$ cat src/rtl/core/otpt_pkg.sv
// Shared types and codes for the one-shot and periodic timer table.
package otpt_pkg;

   // Request kinds.
   localparam logic [1:0] KIND_ONCE  = 2'd0;
   localparam logic [1:0] KIND_EVERY = 2'd1;
   localparam logic [1:0] KIND_TICK  = 2'd2;

   // Result kinds.
   localparam logic [1:0] RES_ACCEPTED    = 2'd0;
   localparam logic [1:0] RES_TABLE_FULL  = 2'd1;
   localparam logic [1:0] RES_TASK_FIRED  = 2'd2;
   localparam logic [1:0] RES_NOTHING_DUE = 2'd3;

   // One timer entry as held in a cell.
   typedef struct packed {
      logic [31:0] deadline;
      logic [31:0] interval;
      logic [7:0]  id;
   } entry_type;

   // Per-cycle control broadcast to every cell of the chain.
   typedef struct packed {
      logic shift;
      logic load;
   } cell_ctrl_type;

endpackage

$ cat src/rtl/core/otpt_if.sv
// Valid/ready channel interfaces for the timer table requests and responses.
interface otpt_req_if;
   logic        valid;
   logic        ready;
   logic [1:0]  kind;
   logic [31:0] time_value;
   logic [7:0]  task_id;

   modport source (output valid, kind, time_value, task_id, input ready);
   modport sink (input valid, kind, time_value, task_id, output ready);
endinterface

interface otpt_rsp_if;
   logic       valid;
   logic       ready;
   logic [1:0] result_kind;
   logic [7:0] fired_id;
   logic       last;

   modport source (output valid, result_kind, fired_id, last, input ready);
   modport sink (input valid, result_kind, fired_id, last, output ready);
endinterface

$ cat src/rtl/core/oneshot_periodic_timer_table.sv
// Top level of the one-shot and periodic timer table.
// Entries live in a chain of cells kept in insertion order, with the oldest entry in
// cell 0. A schedule beat appends at the first free cell. A tick beat walks the stored
// entries: in each step the single deadline comparator at the head of the chain
// examines cell 0, the whole chain moves down one cell, and an entry that stays (not
// due, or periodic with its deadline advanced) is written back behind the entries
// already handled, while a fired one-shot entry is dropped, which compacts the table.
// The closing cycle sends the final response beat. A request beat is taken, and every
// step of a tick walk proceeds, only while the response register is empty or being
// taken, so each response stall adds its cycles to the walk.
module oneshot_periodic_timer_table
   import otpt_pkg::*;
#(
   parameter int N_ENTRIES = 16
) (
   input logic     clock,
   input logic     reset,
   otpt_req_if.sink   req_ch,
   otpt_rsp_if.source rsp_ch
);

   localparam int CW = $clog2(N_ENTRIES + 1);

   typedef enum logic {ST_IDLE, ST_TICK} state_type;

   state_type   state_ff;
   logic [CW-1:0] count_ff;
   logic [CW-1:0] rem_ff;
   logic [31:0]   last_now_ff;
   logic          pend_valid_ff;
   logic [7:0]    pend_id_ff;
   logic          rsp_valid_ff;
   logic [1:0]    rsp_kind_ff;
   logic [7:0]    rsp_id_ff;
   logic          rsp_last_ff;

   entry_type     chain [N_ENTRIES+1];
   entry_type     head;
   entry_type     wr_entry;
   logic [CW-1:0] wr_index;
   cell_ctrl_type ctrl;

   logic can_out;
   logic accept;
   logic is_sched;
   logic full;
   logic append;
   logic due;
   logic drop;
   logic step;
   logic finish;

   // Handshake and step qualification.
   assign can_out  = !rsp_valid_ff || rsp_ch.ready;
   assign req_ch.ready = (state_ff == ST_IDLE) && can_out;
   assign accept   = req_ch.valid && req_ch.ready;
   assign is_sched = (req_ch.kind == KIND_ONCE) || (req_ch.kind == KIND_EVERY);
   assign full     = (count_ff == CW'(N_ENTRIES));
   assign append   = accept && is_sched && !full;

   assign head   = chain[0];
   assign due    = last_now_ff >= head.deadline;
   assign drop   = due && (head.interval == 32'd0);
   assign step   = (state_ff == ST_TICK) && can_out && (rem_ff != '0);
   assign finish = (state_ff == ST_TICK) && can_out && (rem_ff == '0);

   // Cell control: append at the first free cell, or write a kept head entry back
   // behind the entries already handled during a tick.
   always_comb begin
      ctrl.shift = step;
      ctrl.load  = append || (step && !drop);
      wr_index   = count_ff;
      wr_entry   = head;
      if (step) begin
         wr_index = count_ff - CW'(1);
         if (due) begin
            wr_entry.deadline = head.deadline + head.interval;
         end
      end else begin
         wr_entry.id = req_ch.task_id;
         if (req_ch.kind == KIND_EVERY) begin
            wr_entry.deadline = last_now_ff + req_ch.time_value;
            wr_entry.interval = req_ch.time_value;
         end else begin
            wr_entry.deadline = req_ch.time_value;
            wr_entry.interval = 32'd0;
         end
      end
   end

   // The chain of cells; the top cell takes an empty entry when shifting.
   assign chain[N_ENTRIES] = '0;

   for (genvar i = 0; i < N_ENTRIES; i++) begin : g_cell
      otpt_cell #(
         .CW    (CW),
         .INDEX (i)
      ) u_cell (
         .clock     (clock),
         .ctrl      (ctrl),
         .wr_index  (wr_index),
         .wr_entry  (wr_entry),
         .nbr_entry (chain[i+1]),
         .entry     (chain[i])
      );
   end

   // Sequencer, counters, pending fired id and response register.
   always_ff @(posedge clock) begin
      if (reset) begin
         state_ff      <= ST_IDLE;
         count_ff      <= '0;
         rem_ff        <= '0;
         last_now_ff   <= 32'd0;
         pend_valid_ff <= 1'b0;
         pend_id_ff    <= 8'd0;
         rsp_valid_ff  <= 1'b0;
         rsp_kind_ff   <= RES_ACCEPTED;
         rsp_id_ff     <= 8'd0;
         rsp_last_ff   <= 1'b0;
      end else begin
         if (rsp_ch.ready) begin
            rsp_valid_ff <= 1'b0;
         end
         case (state_ff)
            ST_IDLE: begin
               if (accept && is_sched) begin
                  rsp_valid_ff <= 1'b1;
                  rsp_kind_ff  <= full ? RES_TABLE_FULL : RES_ACCEPTED;
                  rsp_id_ff    <= 8'd0;
                  rsp_last_ff  <= 1'b1;
                  if (!full) begin
                     count_ff <= count_ff + CW'(1);
                  end
               end else if (accept && (req_ch.kind == KIND_TICK)) begin
                  last_now_ff   <= req_ch.time_value;
                  rem_ff        <= count_ff;
                  pend_valid_ff <= 1'b0;
                  state_ff      <= ST_TICK;
               end
            end
            ST_TICK: begin
               if (step) begin
                  rem_ff <= rem_ff - CW'(1);
                  if (drop) begin
                     count_ff <= count_ff - CW'(1);
                  end
                  if (due) begin
                     // A new firing means the held one is not the last beat.
                     pend_valid_ff <= 1'b1;
                     pend_id_ff    <= head.id;
                     if (pend_valid_ff) begin
                        rsp_valid_ff <= 1'b1;
                        rsp_kind_ff  <= RES_TASK_FIRED;
                        rsp_id_ff    <= pend_id_ff;
                        rsp_last_ff  <= 1'b0;
                     end
                  end
               end else if (finish) begin
                  rsp_valid_ff  <= 1'b1;
                  rsp_kind_ff   <= pend_valid_ff ? RES_TASK_FIRED : RES_NOTHING_DUE;
                  rsp_id_ff     <= pend_valid_ff ? pend_id_ff : 8'd0;
                  rsp_last_ff   <= 1'b1;
                  pend_valid_ff <= 1'b0;
                  state_ff      <= ST_IDLE;
               end
            end
            default: begin
               state_ff <= ST_IDLE;
            end
         endcase
      end
   end

   assign rsp_ch.valid       = rsp_valid_ff;
   assign rsp_ch.result_kind = rsp_kind_ff;
   assign rsp_ch.fired_id    = rsp_id_ff;
   assign rsp_ch.last        = rsp_last_ff;

   // The table never holds more entries than it has cells.
   a_count_bound: assert property (@(posedge clock) disable iff (reset)
      count_ff <= CW'(N_ENTRIES))
      else $error("entry count exceeds table size");

   // Entries still to be examined are always a subset of the stored entries.
   a_rem_bound: assert property (@(posedge clock) disable iff (reset)
      (state_ff == ST_TICK) |-> (rem_ff <= count_ff))
      else $error("remaining entries exceed stored entries");

   // A schedule beat is answered in the next cycle with a single final beat.
   a_sched_resp: assert property (@(posedge clock) disable iff (reset)
      (accept && is_sched) |=> (rsp_valid_ff && rsp_last_ff))
      else $error("schedule beat not answered");

   // Only a firing carries a nonzero id.
   a_id_zero: assert property (@(posedge clock) disable iff (reset)
      (rsp_valid_ff && (rsp_kind_ff != RES_TASK_FIRED)) |-> (rsp_id_ff == 8'd0))
      else $error("nonzero id on a non-firing beat");

   // An accepted tick starts a table walk.
   a_tick_start: assert property (@(posedge clock) disable iff (reset)
      (accept && (req_ch.kind == KIND_TICK)) |=> (state_ff == ST_TICK))
      else $error("tick did not start a walk");

endmodule

$ cat src/rtl/core/otpt_cell.sv
// One storage cell of the timer chain: loads a new entry or takes its upper neighbor's.
module otpt_cell
   import otpt_pkg::*;
#(
   parameter int CW    = 5,
   parameter int INDEX = 0
) (
   input  logic          clock,
   input  cell_ctrl_type ctrl,
   input  logic [CW-1:0] wr_index,
   input  entry_type     wr_entry,
   input  entry_type     nbr_entry,
   output entry_type     entry
);

   entry_type entry_ff;
   entry_type entry_in;

   // A directed load wins; otherwise the chain moves down by one cell.
   always_comb begin
      entry_in = entry_ff;
      if (ctrl.load && (wr_index == CW'(INDEX))) begin
         entry_in = wr_entry;
      end else if (ctrl.shift) begin
         entry_in = nbr_entry;
      end
   end

   always_ff @(posedge clock) begin
      entry_ff <= entry_in;
   end

   assign entry = entry_ff;

endmodule
$ cat src/flat_wrapper.sv
// flat-port wrapper written by rule: the top's interface ports become plain ports
module oneshot_periodic_timer_table_flat import otpt_pkg::*;
#(
   parameter int N_ENTRIES = 16
)
  (clock, reset, req_ch_valid, req_ch_kind, req_ch_time_value, req_ch_task_id, req_ch_ready, rsp_ch_valid, rsp_ch_result_kind, rsp_ch_fired_id, rsp_ch_last, rsp_ch_ready);
  otpt_req_if req_ch_i ();
  otpt_rsp_if rsp_ch_i ();
  input logic clock;
  input logic reset;
  input wire logic [$bits(req_ch_i.valid)-1:0] req_ch_valid;
  input wire logic [$bits(req_ch_i.kind)-1:0] req_ch_kind;
  input wire logic [$bits(req_ch_i.time_value)-1:0] req_ch_time_value;
  input wire logic [$bits(req_ch_i.task_id)-1:0] req_ch_task_id;
  output wire logic [$bits(req_ch_i.ready)-1:0] req_ch_ready;
  output wire logic [$bits(rsp_ch_i.valid)-1:0] rsp_ch_valid;
  output wire logic [$bits(rsp_ch_i.result_kind)-1:0] rsp_ch_result_kind;
  output wire logic [$bits(rsp_ch_i.fired_id)-1:0] rsp_ch_fired_id;
  output wire logic [$bits(rsp_ch_i.last)-1:0] rsp_ch_last;
  input wire logic [$bits(rsp_ch_i.ready)-1:0] rsp_ch_ready;
  assign req_ch_i.valid = req_ch_valid;
  assign req_ch_i.kind = req_ch_kind;
  assign req_ch_i.time_value = req_ch_time_value;
  assign req_ch_i.task_id = req_ch_task_id;
  assign req_ch_ready = req_ch_i.ready;
  assign rsp_ch_valid = rsp_ch_i.valid;
  assign rsp_ch_result_kind = rsp_ch_i.result_kind;
  assign rsp_ch_fired_id = rsp_ch_i.fired_id;
  assign rsp_ch_last = rsp_ch_i.last;
  assign rsp_ch_i.ready = rsp_ch_ready;
  oneshot_periodic_timer_table #(.N_ENTRIES(N_ENTRIES)) u_core (.clock(clock), .reset(reset), .req_ch(req_ch_i), .rsp_ch(rsp_ch_i));
endmodule
$ cat config.mk
export PLATFORM = sky130hd
export DESIGN_NAME = oneshot_periodic_timer_table_flat
export DESIGN_NICKNAME = d
export VERILOG_FILES = /design/src/rtl/core/otpt_pkg.sv /design/src/rtl/core/otpt_if.sv /design/src/rtl/core/oneshot_periodic_timer_table.sv /design/src/rtl/core/otpt_cell.sv /design/src/flat_wrapper.sv
export SDC_FILE = /design/constraint.sdc
export NUM_CORES = 2
export LEC_CHECK = 0
export BUFFER_PORTS_ARGS = -buffer_cell sky130_fd_sc_hd__clkbuf_2
export CORE_ASPECT_RATIO = 0.75
export CORE_MARGIN = 4
export CORE_UTILIZATION = 55
export CTS_CLUSTER_SIZE = 20
export DETAILED_ROUTE_END_ITERATION = 12
export PLACE_DENSITY = 0.71
export SETUP_SLACK_MARGIN = 0.05
export SYNTH_ARGS = -nofsm -noshare
export SYNTH_HDL_FRONTEND = slang
export SYNTH_SLANG_ARGS = --single-unit
$ cat constraint.sdc
create_clock -name clock -period 5.4 [get_ports clock]
set_clock_uncertainty 0.1 [all_clocks]
set_input_delay 0.54 -clock clock [delete_from_list [all_inputs] [get_ports clock]]
set_output_delay 0.54 -clock clock [all_outputs]
set_load 0.005 [all_outputs]
======== Word-level counts from Yosys, hierarchy flattened ========
Cells that the tools add are included.
operators by class
  add/subtract/negate cells ............... 5
  $lt $le $gt $ge ......................... 1
  equal/unequal tests ..................... 27
  mux-type cells .......................... 85
  bitwise logic cells ..................... 2
  reduce and logical (&&, ||, !) cells .... 59
operator list
  operator               count
  $mux W72               32
  $add A32 B32 Y32       2
  $mux W32               2
  $mux W64               1
  $mux W8                6
  $eq A5 B4 Y1 const B   8
  $mux W40               1
  $mux W5                8
  $ge A32 B32 Y1         1
  $logic_not A32 Y1      1
  $reduce_bool A2 Y1     16
  $logic_and A1 B1 Y1    26
  $mux W1                22
  $eq A5 B3 Y1 const B   4
  $pmux W5 S2            2
  $pmux W8 S2            1
  $ne A2 B2 Y1 const B   6
  $reduce_and A4 Y1      3
  $eq A5 B2 Y1 const B   2
  $logic_not A5 Y1       2
  $mux W2                5
  $sub A5 B1 Y5 const B  2
  $ne A3 B3 Y1 const B   3
  $reduce_and A3 Y1      3
  other kinds (12)       20
storage, ports and cells
  register bits ........................... 1216
  bits of input ports ..................... 46
  output and inout port bits .............. 13
  word-level logic and storage cells ...... 237

======== Depth between registers and ports, before layout ========
  depth after elaboration ................. 9
  depth in mapped cells ................... 15
  gate-level depth less buffers ........... 13

======== Cells and area by module ========
A second synthesis with hierarchy kept.
unflattened totals
  cell total of the unflattened synthesis .. 3629
  area total of the unflattened synthesis .. 61236.2 um^2
by module, submodules not included
  module                                    times used  cells each  area an instance (um^2)  seq. area each (um^2)
  otpt_cell (u_core.g_cell[1].u_cell ...)   4           155         3412.0                   2162.1
  otpt_cell (u_core.g_cell[11].u_cell ...)  4           155         3410.8                   2162.1
  otpt_cell (u_core.g_cell[10].u_cell ...)  4           155         3106.7                   2162.1
  oneshot_periodic_timer_table              1           1150        7943.9                   1281.2
  otpt_cell (u_core.g_cell[15].u_cell)      1           155         3408.3                   2162.1
  otpt_cell (u_core.g_cell[3].u_cell)       1           155         3404.5                   2162.1
  otpt_cell (u_core.g_cell[0].u_cell)       1           155         3403.3                   2162.1
  otpt_cell (u_core.g_cell[12].u_cell)      1           154         3358.2                   2162.1

======== Worst setup path after synthesis ========
OpenSTA, ideal clock, no wires.
  path kind ............................... reg2reg
  start point ............................. register u_core.g_cell[0].u_cell.entry_ff (netlist bit u_core.g_cell[0].u_cell.entry[46])
  end point ............................... register u_core.g_cell[0].u_cell.entry_ff (netlist bit u_core.g_cell[0].u_cell.entry[0]) (enable)
  arrival time ............................ 4.240 ns
  required time ........................... 4.868 ns
  path slack .............................. 0.628 ns
  cell stages (with the launch flop) ...... 14
  cell sequence ........................... edfxtp_1 -> inv_1 -> ha_1 -> and4_1 -> a221oi_2 -> o21ai_1 -> a211o_1 -> a31oi_4 -> o31ai_4 -> a211oi_4 -> o21ai_2 -> buf_2 -> clkbuf_1 -> nand2_1
on the way
  longest elaborated chain between the ends .. 7
ends and longest elaborated chain
  what                          RTL line                            text
  start, declared               otpt_cell.sv:16                     entry_type entry_ff;
  start signal, assigned        otpt_cell.sv:30                     entry_ff <= entry_in;
  $ge A32 B32 Y1                oneshot_periodic_timer_table.sv:62  assign due = last_now_ff >= head.deadline;
  $logic_and A1 B1 Y1           oneshot_periodic_timer_table.sv:63  assign drop = due && (head.interval == 32'd0);
  $logic_not A1 Y1              oneshot_periodic_timer_table.sv:71  ctrl.load = append || (step && !drop);
  $logic_and A1 B1 Y1           oneshot_periodic_timer_table.sv:71
  $logic_or A1 B1 Y1            oneshot_periodic_timer_table.sv:71
  $logic_and A1 B1 Y1           otpt_cell.sv:22                     if (ctrl.load && (wr_index == CW'(INDEX))) begin
  $reduce_bool A2 Y1 (no line)  --
Every way passes these cells.
A chain may end at the register's enable or synchronous reset.

==> metrics.cfg <==
[routing]
drtPass1Iterations = 6
viasPerCell = 6.04
drtIter0Drc = 4654
wirelength_um = 141000
routed_wire_length_per_instance_um = 22.5
wl_met2_um = 61500
route.met3.wl_um = 12600
highest_layer = met5
met1Wirelength_um = 64600
drcViolationCount = 0
antenna_left = 0
vias = 38033

[floorplan]
die_w_um = 371
initial_utilization_pct = 55.6
core_area_um2 = 97700
rows = 99
die_h_um = 280
pin_count = 59
die_area_um2 = 104000

[global_route]
grt_max_degree = 145
antenna_found_initial = 6
grt_use_total_pct = 27.1
first_global_vias = 35879
grt_pass1_wl_um = 217000
grt.overflow.total = 0

[final_layout]
fillCellCount = 7783
syn_to_final_growth_pct = 10.2
design_area_um2 = 59900
final_nets = 5024
drive_gt1_share_pct = 8.04
finalNonFillerCells = 6296

[power]
powerDensity_nw_per_um2 = 329
leakage_uw = 0.0228
ir_worst_vdd_v = 0.000328

[cts]
cts-root-buf = clkbuf_16
clk_pin_slew_worst_paths_ns = 0.07
postCtsResizedCells = 0
insertion_delay_ns = 0.73
cts_tree = built
numCtsBuffers = 113
numClockSinks = 1216
clock_path_buffers = 3
cts_setup_buffers = 0
h-tree-depth = 3

[timing]
hold_violations = 0
finalCriticalPeriod_ns = 4.77
drv_slew = 0
worst_pin_slew_ns = 1.26
fin_crit_sh_pct = 88.3
relSlewSlack_pct = 16.3
final.setup.tns_ns = 0
max_freq_mhz = 210
finalSetupViolCount = 0
rsz0062_at_grt = no

[setup_path]
cp_max_fo = 16
setup.worst_path.end_class = flop
path_cells = dlygate4sd3_1 -> clkbuf_2 -> ha_1 -> inv_1 -> fa_1 -> and2b_1 -> o21a_1 -> nor2_1 -> o31ai_1 -> o21ai_1 -> o31ai_1 -> xnor2_1 -> o21ai_1 -> o21ai_1 -> o21ai_0
r2r_setup_slack_ns = 0.74
rr_startpoint = u_core.g_cell[0].u_cell.entry[45]
critical_path_depth = 15
crit_slowest_cell = o31ai_1
endpoint = u_core.g_cell[8].u_cell.entry[62]
worst-path-buf-inv = 3
path_delay_family = compound AO/OA/AOI/OAI gates
crit_top_cell = o21ai_1
crit_type = primary input to flop
cp.arrival_ns = 5.06
crit_path_start_kind = primary input
r2r_cells = 13
crit_path_max_incr_delay_ns = 0.76
reg2reg_to = u_core.g_cell[8].u_cell.entry[69]
worstPathRequired_ns = 5.70
crit_path_start = req_ch_time_value[0]

[status]
status = completed

[yosys]
synth_compound_area_share_pct = 15.2
synth_top_cell_area_share_pct = 63.6
synthTopCellsByArea = edfxtp_1, nand2_1, o21ai_0
yosys.area_share.simple_pct = 12.1
synth-seq-cells = 1216
syn_avg_cell_area_um2 = 11.0
synth_top_family_by_area = compound AO/OA/AOI/OAI gates
ys_types = 84
synth_edf_count = 1152
synth_mux_area_share_pct = 0.393
postSynthCellCount = 4962
yosysTopAreaCell = edfxtp_1
synth-async-reset-ratio_pct = 0
ys.flop_type = edfxtp_1
synth_area_um2 = 54400
syn_nets = 5107
ys_seq_area_share_pct = 66.0
synth-xor-area-share_pct = 0.821
yosys.area_share.adder_pct = 2.31
yosys_warnings = 0

[min_path]
hp-class = primary input to flop

[run]
maxCapViolations = 0

[placed_design]
placed_cell_area_um2 = 56100
gp_congestion = 0.928
port-buffer-count = 58
dp_hpwl_um = 84100
dp_cells = 6061

[synth_stat cells (4+ instances only)]
master / n
nand2b_1: 11
a32oi_1: 4
edfxtp_1: 1152
buf_4: 7
nor4_1: 9
clkbuf_1: 242
o31ai_1: 25
o21ai_0: 953
a211oi_1: 19
dfxtp_1: 64
or3_1: 6
nand4_1: 18
a21oi_1: 177
a221oi_1: 6
nor2b_1: 15
xor2_1: 24
nand3_1: 35
ha_1: 97
and3_1: 44
o21ai_1: 195
a21o_1: 34
xnor2_1: 27
and4_1: 5
buf_2: 113
a31o_2: 4
nor3b_1: 6
inv_1: 50
o31a_1: 4
o22ai_1: 7
and2_1: 6
buf_1: 13
o211ai_1: 14
nor3_1: 20
or2_2: 4
a211o_1: 4
a31oi_1: 12
mux2i_1: 18
o21bai_1: 5
nor2_1: 144
o21a_1: 14
nand2_1: 1292
[worst register-to-register path, cell delays in order (launching register included)]
cell and delay (ns):
edfxtp_1 0.41, inv_1 0.10, ha_1 0.24, and4_1 0.23
a221oi_2 0.23, o21ai_1 0.16, a211o_1 0.42, a31oi_4 0.27
buf_4 0.60, nand2b_1 0.56, o21ai_1 0.15, a21o_1 0.18
a21oi_2 0.50, o21ai_0 0.23
[how the worst min path moves through the flow]
stage,start,slack [ns],endpoint,cells after the start
4_1_cts,req_ch_time_value[12],0.002,u_core.last_now_ff[12],3
3_3_place_gp,u_core.rsp_ch.fired_id[1],0.34,u_core.rsp_ch.fired_id[1],2
3_5_place_dp,u_core.rsp_ch.fired_id[7],0.35,u_core.rsp_ch.fired_id[7],2
2_1_floorplan,u_core.pend_id_ff[0],0.34,u_core.pend_id_ff[0],2
5_1_grt,req_ch_time_value[30],0.03,u_core.last_now_ff[30],3
6_report,req_ch_time_value[12],0.05,u_core.last_now_ff[12],3
[routing by layer]
metal	up-vias	global-route usage, %
li1	17699	-
met1	18596	41.5
met2	1562	40.5
met3	174	5.39
met4	2	5.65
met5	-	0
[metrics by stage]
stage | utilization (%) | setup WS, ns | hold slack (ns) | total power (uW)
3_5_place_dp | 57.4 | 0.631 | 0.346 | 12000
5_1_grt | 61.3 | 0.423 | 0.0292 | 20400
3_3_place_gp | 57.4 | 0.748 | 0.342 | 12000
6_report | 61.3 | 0.634 | 0.0502 | 19700
2_1_floorplan | - | 0.628 | 0.337 | 11600
4_1_cts | 61.3 | 0.815 | 0.00150 | 19800
[state kept, by name, summed over array words and instances (netlist names)]
signal	count
u_core.count_ff	5
u_core.rsp_ch.valid	1
u_core.rem_ff	5
u_core.state_ff	1
u_core.pend_id_ff	8
u_core.rsp_ch.fired_id	8
u_core.g_cell.u_cell.entry	1152
u_core.rsp_ch.last	1
u_core.rsp_ch.result_kind	2
u_core.last_now_ff	32
u_core.pend_valid_ff	1
[kinds of logic (layout without fill, tap and decap cells)]
logic type      count (synthesis)  after routing
flops                        1216           1216
fa+ha+maj                      99             99
mux                            21             21
xor+xnor                       51             51
simple gates                 1628           1628
buf+inv                       428            443
other cells                     0              6
compound gates               1519           1519
[placed cells by master (no fill, tap or decap), types with 18 or more instances in the layout]
master,instances
nand2_1,1267
edfxtp_1,1152
o21ai_0,953
o21ai_1,195
a21oi_1,175
nor2_1,143
clkbuf_16,114
ha_1,97
buf_4,80
dfxtp_1,64
clkbuf_2,58
inv_1,50
and3_1,44
a21o_1,34
nand3_1,31
clkinv_1,27
xnor2_1,27
nand2_4,25
o31ai_1,25
buf_12,25
xor2_1,24
clkbuf_1,24
nor3_1,20
a211oi_1,19
nand4_1,18
mux2i_1,18
[power breakdown]
part	internal (uW)	total (uW)	switching [uW]	leakage (uW)
clock	4250	7850	3610	0.00172
combinational	401	1350	948	0.0102
sequential	10400	10500	101	0.0109
[final cells by class]
type	instances	area [um2]	area share [%]
diodes	6	15.0	0.0251
clock buffers	141	2980	4.98
clock inverters	72	642	1.07
inverters	52	195	0.326
multi-input cells	3318	17000	28.4
flip-flops and latches	1216	35900	59.9
well taps	1313	1640	2.74
repair buffers	178	1540	2.57
[what timing repair did]
item,in CTS,in global routing
endpoints found under the setup margin,0,0
endpoints found under the hold margin,15,0
hold buffers,15,0
(Power assumes the default switching activity.)
